<file path="src/hw/rtl/min_max_rescaler_unit_assert.svh">
// Assertion macros for the rescaler top level.
`ifndef MIN_MAX_RESCALER_UNIT_ASSERT_SVH
`define MIN_MAX_RESCALER_UNIT_ASSERT_SVH

`ifndef ASSERT_OFF
// Checked on the rising edge of clk_i, skipped while rst_ni is low.
`define MMR_ASSERT(lbl, prop, msg) \
  lbl: assert property (@(posedge clk_i) disable iff (!rst_ni) prop) else $error(msg);
// Checked on every rising edge of clk_i, also during reset.
`define MMR_ASSERT_ALWAYS(lbl, prop, msg) \
  lbl: assert property (@(posedge clk_i) prop) else $error(msg);
`else
`define MMR_ASSERT(lbl, prop, msg)
`define MMR_ASSERT_ALWAYS(lbl, prop, msg)
`endif

`endif

</file>
<file path="src/hw/rtl/mmr_pkg.sv">
// Types and constants of the min-max rescaler.
package mmr_pkg;

  localparam int BLOCK_DEPTH = 64;
  localparam int ADDR_W      = (BLOCK_DEPTH > 1) ? $clog2(BLOCK_DEPTH) : 1;
  localparam int CNT_W       = $clog2(BLOCK_DEPTH + 1);

  localparam int DATA_W      = 16;
  localparam int DIV_STEPS   = 16;
  localparam int DIV_CNT_W   = $clog2(DIV_STEPS + 1);

  // Configuration register indexes.
  localparam logic [1:0] REG_OUT_MIN = 2'd0;
  localparam logic [1:0] REG_OUT_MAX = 2'd1;

  // Request to the divider: start pulse with operands.
  typedef struct packed {
    logic              start;
    logic [2*DATA_W-1:0] dividend;
    logic [DATA_W-1:0] divisor;
  } div_req_t;

  // Divider status and result.
  typedef struct packed {
    logic              busy;
    logic [DATA_W-1:0] quotient;
  } div_rsp_t;

  typedef enum logic [4:0] {
    ST_LOAD  = 5'b00001,
    ST_READ  = 5'b00010,
    ST_MUL   = 5'b00100,
    ST_DIVGO = 5'b01000,
    ST_WAIT  = 5'b10000
  } state_e;

endpackage

</file>
<file path="src/hw/rtl/min_max_rescaler_unit.sv">
// Top level of the min-max rescaler: load, min/max tracking and output pass.
//
// Input channel (in_valid_i, in_stall_o, sample_i, final_req_i): one item per
// cycle while a block loads; up to BLOCK_DEPTH samples are written to the
// sample RAM, later ones are dropped and set overrun_o on the block's results.
// The item with final_req_i high ends the block and starts the output pass;
// in_stall_o stays high until the last result has been handed to the output
// register.
// Output channel (out_valid_o, out_stall_i, scaled_o and flags): one item per
// stored sample, in stored order, with end_of_block_o on the last one.
// Each result passes a RAM read, a registered 16x16 multiply, a start state
// and the 16 steps of the one-bit-per-cycle divider, which sets the rate. A
// flat block skips the divider.
// While the receiver stalls, the result waits in the output register and the
// pass halts before its next result. Reset clears the counters, min/max,
// the drop flag and valid; out_min resets to 0 and out_max to 32767. The
// sample RAM needs no clearing since only entries written in the current block are read.
module min_max_rescaler_unit
  import mmr_pkg::*;
(
  input  logic        clk_i,
  input  logic        rst_ni,
  input  logic        cfg_we_i,
  input  logic [1:0]  cfg_idx_i,
  input  logic [15:0] cfg_wdata_i,
  input  logic        in_valid_i,
  output logic        in_stall_o,
  input  logic signed [15:0] sample_i,
  input  logic        final_req_i,
  output logic        out_valid_o,
  input  logic        out_stall_i,
  output logic signed [15:0] scaled_o,
  output logic        end_of_block_o,
  output logic        flat_block_o,
  output logic        overrun_o
);

`include "min_max_rescaler_unit_assert.svh"

  state_e state_q, state_d;

  logic signed [15:0] out_min_q, out_max_q;
  logic signed [15:0] min_q, min_d, max_q, max_d;
  logic [CNT_W-1:0]   count_q, count_d;
  logic [ADDR_W-1:0]  idx_q, idx_d;
  logic               drop_q, drop_d;
  logic [31:0]        prod_q;

  logic               in_acc, store_ok, slot_free, out_load, last_item;
  logic [16:0]        range17, mag17, span17, diff17, res17;
  logic               range_neg, flat;
  logic [15:0]        rdata;
  logic               ram_re;
  div_req_t           div_req;
  div_rsp_t           div_rsp;

  logic        out_valid_q;
  logic [15:0] scaled_q;
  logic        eob_q, flat_out_q, ovr_q;

  // Configuration registers; other indexes are ignored.
  always_ff @(posedge clk_i or negedge rst_ni) begin
    if (!rst_ni) begin
      out_min_q <= 16'sd0;
      out_max_q <= 16'sd32767;
    end else if (cfg_we_i) begin
      unique case (cfg_idx_i)
        REG_OUT_MIN: out_min_q <= cfg_wdata_i;
        REG_OUT_MAX: out_max_q <= cfg_wdata_i;
        default: ;
      endcase
    end
  end

  // Input handshake and buffer space.
  assign in_stall_o = (state_q != ST_LOAD);
  assign in_acc     = in_valid_i && !in_stall_o;
  assign store_ok   = (count_q < CNT_W'(BLOCK_DEPTH));

  // Output range and block span; the divisor is the span.
  assign range17   = {out_max_q[15], out_max_q} - {out_min_q[15], out_min_q};
  assign range_neg = range17[16];
  assign mag17     = range_neg ? (17'd0 - range17) : range17;
  assign span17    = {max_q[15], max_q} - {min_q[15], min_q};
  assign flat      = (span17[15:0] == 16'd0);
  assign diff17    = {rdata[15], rdata} - {min_q[15], min_q};

  // Sample store.
  assign ram_re = (state_q == ST_READ);

  mmr_ram #(
    .WIDTH (DATA_W),
    .DEPTH (BLOCK_DEPTH)
  ) u_store (
    .clk_i   (clk_i),
    .we_i    (in_acc && store_ok),
    .waddr_i (count_q[ADDR_W-1:0]),
    .wdata_i (sample_i),
    .re_i    (ram_re),
    .raddr_i (idx_q),
    .rdata_o (rdata)
  );

  // Product register between the multiplier and the divider.
  always_ff @(posedge clk_i) begin
    if (state_q == ST_MUL) begin
      prod_q <= mag17[15:0] * diff17[15:0];
    end
  end

  assign div_req.start    = (state_q == ST_DIVGO);
  assign div_req.dividend = prod_q;
  assign div_req.divisor  = span17[15:0];

  mmr_div u_div (
    .clk_i  (clk_i),
    .rst_ni (rst_ni),
    .req_i  (div_req),
    .rsp_o  (div_rsp)
  );

  // Result: out_min plus or minus the quotient magnitude, or out_min for a flat block.
  assign res17 = flat ? {out_min_q[15], out_min_q} :
                 range_neg ? ({out_min_q[15], out_min_q} - {1'b0, div_rsp.quotient}) :
                             ({out_min_q[15], out_min_q} + {1'b0, div_rsp.quotient});

  assign slot_free = !out_valid_q || !out_stall_i;
  assign out_load  = (state_q == ST_WAIT) && !div_rsp.busy && slot_free;
  assign last_item = ((CNT_W'(idx_q) + 1'b1) == count_q);

  // Sequencer for loading and the output pass.
  always_comb begin
    state_d = state_q;
    min_d   = min_q;
    max_d   = max_q;
    count_d = count_q;
    idx_d   = idx_q;
    drop_d  = drop_q;
    unique case (state_q)
      ST_LOAD: begin
        if (in_acc) begin
          if (store_ok) begin
            count_d = count_q + 1'b1;
            if (count_q == '0) begin
              min_d = sample_i;
              max_d = sample_i;
            end else begin
              if (sample_i > max_q) max_d = sample_i;
              if (sample_i < min_q) min_d = sample_i;
            end
          end else begin
            drop_d = 1'b1;
          end
          if (final_req_i) begin
            idx_d   = '0;
            state_d = ST_READ;
          end
        end
      end
      ST_READ: begin
        state_d = ST_MUL;
      end
      ST_MUL: begin
        state_d = flat ? ST_WAIT : ST_DIVGO;
      end
      ST_DIVGO: begin
        state_d = ST_WAIT;
      end
      ST_WAIT: begin
        if (out_load) begin
          if (last_item) begin
            state_d = ST_LOAD;
            count_d = '0;
            min_d   = 16'sd0;
            max_d   = 16'sd0;
            drop_d  = 1'b0;
          end else begin
            idx_d   = idx_q + 1'b1;
            state_d = ST_READ;
          end
        end
      end
      default: begin
        state_d = ST_LOAD;
      end
    endcase
  end

  // Control registers.
  always_ff @(posedge clk_i or negedge rst_ni) begin
    if (!rst_ni) begin
      state_q <= ST_LOAD;
      min_q   <= 16'sd0;
      max_q   <= 16'sd0;
      count_q <= '0;
      idx_q   <= '0;
      drop_q  <= 1'b0;
    end else begin
      state_q <= state_d;
      min_q   <= min_d;
      max_q   <= max_d;
      count_q <= count_d;
      idx_q   <= idx_d;
      drop_q  <= drop_d;
    end
  end

  // Output register valid.
  always_ff @(posedge clk_i or negedge rst_ni) begin
    if (!rst_ni) begin
      out_valid_q <= 1'b0;
    end else if (out_load) begin
      out_valid_q <= 1'b1;
    end else if (!out_stall_i) begin
      out_valid_q <= 1'b0;
    end
  end

  // Output register payload.
  always_ff @(posedge clk_i) begin
    if (out_load) begin
      scaled_q   <= res17[15:0];
      eob_q      <= last_item;
      flat_out_q <= flat;
      ovr_q      <= drop_q;
    end
  end

  assign out_valid_o    = out_valid_q;
  assign scaled_o       = scaled_q;
  assign end_of_block_o = eob_q;
  assign flat_block_o   = flat_out_q;
  assign overrun_o      = ovr_q;

  // The fill count never passes the buffer depth.
  `MMR_ASSERT_ALWAYS(a_count_bound, !rst_ni || (count_q <= CNT_W'(BLOCK_DEPTH)), "count above depth")
  // The divider is never running while a block loads.
  `MMR_ASSERT(a_div_idle_load, (state_q == ST_LOAD) |-> !div_rsp.busy, "divider busy in load")
  // The last result of a block returns the sequencer to a cleared load state.
  `MMR_ASSERT(a_end_clears, (out_load && last_item) |=> (state_q == ST_LOAD && count_q == '0 && !drop_q), "block not cleared")
  // A result of a flat block is out_min.
  `MMR_ASSERT(a_flat_value, (out_valid_q && flat_out_q) |-> (scaled_q == out_min_q), "flat result wrong")

endmodule

</file>
<file path="src/hw/rtl/mmr_ram.sv">
// Generic simple dual-port RAM with one write and one registered read per cycle.
module mmr_ram #(
  parameter int WIDTH = 16,
  parameter int DEPTH = 64,
  localparam int AW = (DEPTH > 1) ? $clog2(DEPTH) : 1
) (
  input  logic             clk_i,
  input  logic             we_i,
  input  logic [AW-1:0]    waddr_i,
  input  logic [WIDTH-1:0] wdata_i,
  input  logic             re_i,
  input  logic [AW-1:0]    raddr_i,
  output logic [WIDTH-1:0] rdata_o
);

  logic [WIDTH-1:0] mem_q [DEPTH];
  logic [WIDTH-1:0] rdata_q;

  // Write port and registered read port.
  always_ff @(posedge clk_i) begin
    if (we_i) begin
      mem_q[waddr_i] <= wdata_i;
    end
    if (re_i) begin
      rdata_q <= mem_q[raddr_i];
    end
  end

  assign rdata_o = rdata_q;

endmodule

</file>
<file path="src/hw/rtl/mmr_div.sv">
// Restoring divider, one quotient bit per cycle, 32 by 16 bits.
module mmr_div
  import mmr_pkg::*;
(
  input  logic     clk_i,
  input  logic     rst_ni,
  input  div_req_t req_i,
  output div_rsp_t rsp_o
);

  logic [2*DATA_W-1:0] acc_q, acc_d;
  logic [DATA_W-1:0]   divisor_q;
  logic [DIV_CNT_W-1:0] cnt_q, cnt_d;
  logic [DATA_W+1:0]   trial;
  logic                ge;

  // The upper half of the dividend is known to be below the divisor, so the
  // quotient fits in DATA_W bits and DIV_STEPS steps suffice.
  always_comb begin
    trial = {1'b0, acc_q[2*DATA_W-1:DATA_W-1]} - {2'b00, divisor_q};
    ge    = ~trial[DATA_W+1];
    acc_d = acc_q;
    cnt_d = cnt_q;
    if (req_i.start) begin
      acc_d = req_i.dividend;
      cnt_d = DIV_CNT_W'(DIV_STEPS);
    end else if (cnt_q != '0) begin
      acc_d = {(ge ? trial[DATA_W-1:0] : acc_q[2*DATA_W-2:DATA_W-1]),
               acc_q[DATA_W-2:0], ge};
      cnt_d = cnt_q - 1'b1;
    end
  end

  // Step counter.
  always_ff @(posedge clk_i or negedge rst_ni) begin
    if (!rst_ni) begin
      cnt_q <= '0;
    end else begin
      cnt_q <= cnt_d;
    end
  end

  // Working register and divisor.
  always_ff @(posedge clk_i) begin
    acc_q <= acc_d;
    if (req_i.start) begin
      divisor_q <= req_i.divisor;
    end
  end

  assign rsp_o.busy     = (cnt_q != '0);
  assign rsp_o.quotient = acc_q[DATA_W-1:0];

endmodule
</file>
<file path="config.mk">
export PLATFORM = sky130hd
export DESIGN_NAME = min_max_rescaler_unit
export DESIGN_NICKNAME = d
export VERILOG_FILES = /design/src/hw/rtl/mmr_pkg.sv /design/src/hw/rtl/min_max_rescaler_unit.sv /design/src/hw/rtl/mmr_ram.sv /design/src/hw/rtl/mmr_div.sv
export VERILOG_INCLUDE_DIRS = /design/src /design/src/hw/rtl
export SDC_FILE = /design/constraint.sdc
export NUM_CORES = 2
export LEC_CHECK = 0
export BUFFER_PORTS_ARGS = -buffer_cell sky130_fd_sc_hd__buf_4
export CAP_MARGIN = 20
export CORE_MARGIN = 4
export CORE_UTILIZATION = 53
export DETAILED_ROUTE_END_ITERATION = 6
export PLACE_DENSITY = 0.78
export SYNTH_ARGS = -nofsm -noshare
export SYNTH_HDL_FRONTEND = slang
export SYNTH_HIERARCHICAL = 1
export SYNTH_SLANG_ARGS = --single-unit
</file>
<file path="constraint.sdc">
create_clock -name clk_i -period 8.7 [get_ports clk_i]
set_input_delay 1.74 -clock clk_i [delete_from_list [all_inputs] [get_ports clk_i]]
set_output_delay 1.74 -clock clk_i [all_outputs]
set_load 0.01 [all_outputs]
</file>
==> summary.log <==
INFO  synth          synth.distinct_cells=112
INFO  die            placeableCoreArea=116000squm
INFO  run            max_cap_violations=0
INFO  clock_tree     cts.reportedPaths.clkPinSlew=0.06ns
INFO  drt            drc=0
INFO  die            die_width=350um
INFO  grt            antenna_violations_before_repair=1
INFO  synth          cell_area_after_technology_mapping=62000squm
INFO  synth          synth_async_sr_flop_share=7.25%
INFO  drt            detail_route.vias_per_cell=6.19
INFO  clock_tree     cts_buffers=118
INFO  cells_and_area drive_above_1_share=21.7%
INFO  sta            tightestPinTransition=1.04ns
INFO  cells_and_area final_net_count=4868
INFO  grt            grt_first_pass_wirelength=232000um
INFO  synth          synth-edff-count=1139
INFO  placed_design  place_congestion=0.982
INFO  synth          synth.top_cell.area_share=55.1%
INFO  worst_setup_path crit_path_max_fanout=3
INFO  die            io_pins=61
INFO  worst_setup_path reg2reg_to=prod_q[30]
INFO  worst_setup_path critPathBufInv=7
INFO  sta            report.final.setup_viol=0
INFO  grt            globalRouteOverflowTotal=0
INFO  worst_setup_path r2r_slack=0.17ns
INFO  clock_tree     tritoncts_clock_tree=yes
INFO  clock_tree     cts_htree_levels=3
INFO  cells_and_area area_growth=12.4%
INFO  synth          synth_ff_type=sky130_fd_sc_hd__edfxtp_1
INFO  sta            slew_viol_final=0
INFO  clock_tree     clock_sink_count=1228
INFO  drt            dr_vias=37300
INFO  clock_tree     ctsLongestPathBuffers=3
INFO  placed_design  placement.io_buffers=60
INFO  worst_setup_path crit_path_frequent_cell=sky130_fd_sc_hd__inv_2
INFO  grt            gr-usage-all-layers=25.2%
INFO  placed_design  detailedPlacementHpwl=99200um
INFO  worst_setup_path timing.rr.start=out_max_q[0]
INFO  drt            routed_wire_length_per_instance=25.7um
INFO  synth          synth_sequential_area_ratio=58.8%
INFO  sta            number_of_hold_slack_violations_in_the_final_timing_report=0
INFO  cells_and_area most-common-layout-cells=sky130_fd_sc_hd__edfxtp_1 (1139), sky130_fd_sc_hd__inv_1 (322), sky130_fd_sc_hd__buf_4 (314)
INFO  sta            slew-limit-headroom=30.8%
INFO  drt            overall_routed_net_length=155000um
INFO  cells_and_area layout_commonest_cell=sky130_fd_sc_hd__edfxtp_1
INFO  clock_tree     ctsHoldBuffers=0
INFO  drt            drt-initial-drc-count=4229
INFO  cells_and_area fin_util=60.0%
INFO  grt            grt_start_max_net_pins=104
INFO  synth          yosys_warnings=6
INFO  sta            layout_min_cycle_time=8.53ns
INFO  min_path       worstHoldEndpoint=min_q[14]
INFO  die            die_h=350um
INFO  sta            fin_crit_sh=98.0%
INFO  min_path       min-delay-start=min_q[14]
INFO  synth          synth_top_cell_by_area=sky130_fd_sc_hd__edfxtp_1
INFO  synth          synthesis.instances=4145
INFO  drt            drt.antenna.violating_nets=0
INFO  worst_setup_path cpLargestDelayFamily=adder cells
INFO  synth          syn-num-nets=4603
INFO  drt            detailedRoute.firstPassIterationCount=6
INFO  die            initial_utilization=53.4%
INFO  synth          synth_area_leaders=sky130_fd_sc_hd__edfxtp_1 (55%), sky130_fd_sc_hd__mux4_2 (8.0%), sky130_fd_sc_hd__fa_1 (6.4%), sky130_fd_sc_hd__ha_1 (4.4%), sky130_fd_sc_hd__dfrtp_1 (2.9%)
INFO  worst_setup_path arrival=8.91ns
INFO  worst_setup_path timing.critical_path.from_type=flop
INFO  synth          yosys_register_bits=1228
INFO  worst_setup_path r2r.worst_path.cells=34
INFO  min_path       whs_path_depth=1
INFO  sta            maximum_operating_frequency=117MHz
INFO  die            die_area=123000squm
INFO  worst_setup_path cp_slowest_cell=sky130_fd_sc_hd__or4_4
INFO  clock_tree     clock_latency_of_the_later_clocked_register_in_the_worst_skew_pair=0.74ns
INFO  worst_setup_path worst-endpoint-required=9.09ns
INFO  synth          average_cell_area_after_synthesis=15.0squm
INFO  sta            clock_skew=0.0865ns
INFO  worst_setup_path critical_path.max_stage_delay=0.55ns
INFO  worst_setup_path end_kind=flop
INFO  sta            rsz0062_at_grt=true
INFO  min_path       worst_hold_path_type=flop to flop
INFO  grt            grt_pass1_vias=37200
INFO  clock_tree     clk_root_buffer_cell=sky130_fd_sc_hd__clkbuf_16
INFO  worst_setup_path setup_crit_path_kind=flop to flop
INFO  outcome        run_status=finished, final reports clean
INFO  die            core.rowCount=125
-- routing by layer --
layer	GRT usage [%]	routed length, um	share of wire (%)
met1	34.5	59300	38
met5	0	13	0.0084
met2	40.8	74200	48
met4	10.1	7250	4.7
met3	4.09	14100	9.1
-- cells by family (layout without fill, tap and decap cells) --
kind of cell	count (synthesis)	in the layout	share of synthesized area, %
multiplexers	410	410	11.3
adder cells (fa/ha/maj)	418	418	10.8
buffers and inverters	509	871	3.86
flip-flops	1228	1228	58.8
AND/OR/NAND/NOR	906	906	6.98
AO/OA/AOI/OAI	544	544	6.30
XOR/XNOR	130	130	1.89
other	0	1	0
-- worst max path at each step --
stage | from | endpoint | slack, ns | cells past startpoint
after global placement | out_max_q[0] | prod_q[30] | -0.13 | 35
after CTS | out_max_q[0] | prod_q[30] | 0.01 | 35
after floorplan | out_max_q[0] | prod_q[30] | 0.01 | 30
final | out_max_q[0] | prod_q[30] | 0.17 | 34
after detailed placement | out_max_q[0] | prod_q[30] | -0.29 | 31
after global routing | out_max_q[0] | prod_q[30] | -0.14 | 32
-- state kept, by name, summed over array words and instances, names as in the netlist --
register and flops:
out_valid_o 1, idx_q 6, drop_q 1, max_q 16
flat_block_o 1, end_of_block_o 1, u_div/divisor_q 16, state_q 5
count_q 7, out_min_q 16, u_div/cnt_q 5, out_max_q 16
u_div/acc_q 32, scaled_o 16, min_q 16, u_store/mem_q 1024
prod_q 32, overrun_o 1, u_store/rdata_o 16
-- stage by stage --
step	cells	setup TNS [ns]	cell area, sq um	setup slack, ns	hold slack, ns
after floorplan	4145	0	62100	0.0148	0.425
after global placement	5803	-0.170	65300	-0.128	0.476
after detailed placement	5803	-0.569	65300	-0.288	0.478
after CTS	6026	0	69300	0.0102	0.508
after global routing	6031	-0.291	69700	-0.138	0.515
final	6032	0	69700	0.173	0.508
-- synthesized netlist by cell type, types with 21 or more instances --
cell type                  count
sky130_fd_sc_hd__a211oi_1     22
sky130_fd_sc_hd__a21o_1       40
sky130_fd_sc_hd__a21oi_1      88
sky130_fd_sc_hd__a221oi_1     27
sky130_fd_sc_hd__a22oi_1      43
sky130_fd_sc_hd__a31oi_1      21
sky130_fd_sc_hd__and2_1       48
sky130_fd_sc_hd__buf_2        44
sky130_fd_sc_hd__buf_4        32
sky130_fd_sc_hd__buf_6        23
sky130_fd_sc_hd__clkbuf_1     60
sky130_fd_sc_hd__dfrtp_1      73
sky130_fd_sc_hd__edfxtp_1   1139
sky130_fd_sc_hd__fa_1        199
sky130_fd_sc_hd__ha_1        219
sky130_fd_sc_hd__inv_1       332
sky130_fd_sc_hd__mux2_2       92
sky130_fd_sc_hd__mux2i_1      93
sky130_fd_sc_hd__mux4_2      220
sky130_fd_sc_hd__nand2_1     280
sky130_fd_sc_hd__nand2b_1     26
sky130_fd_sc_hd__nand3_1      47
sky130_fd_sc_hd__nand4_1      29
sky130_fd_sc_hd__nor2_1      273
sky130_fd_sc_hd__nor2b_1      50
sky130_fd_sc_hd__nor3_1       40
sky130_fd_sc_hd__o21ai_0      97
sky130_fd_sc_hd__o31ai_1      21
sky130_fd_sc_hd__xnor2_1      74
sky130_fd_sc_hd__xor2_1       53
-- repair_timing --
item                       CTS  global route
pin swaps                   19            60
setup endpoints to repair    5             9
resized for setup           28            64
setup buffers                6             5
-- final cells by class --
type | count | area, sq um
Inverter | 333 | 1250
Antenna cell | 1 | 2.50
Tap cell | 1524 | 1910
Clock inverter | 68 | 797
Sequential cell | 1228 | 36500
Multi-Input combinational cell | 2408 | 23700
Fill cell | 8382 | 46500
Clock buffer | 149 | 3090
Timing Repair Buffer | 321 | 2480
Power is not shown: default switching activity piles up to over one toggle a cycle in this logic, so the estimate is an artifact.
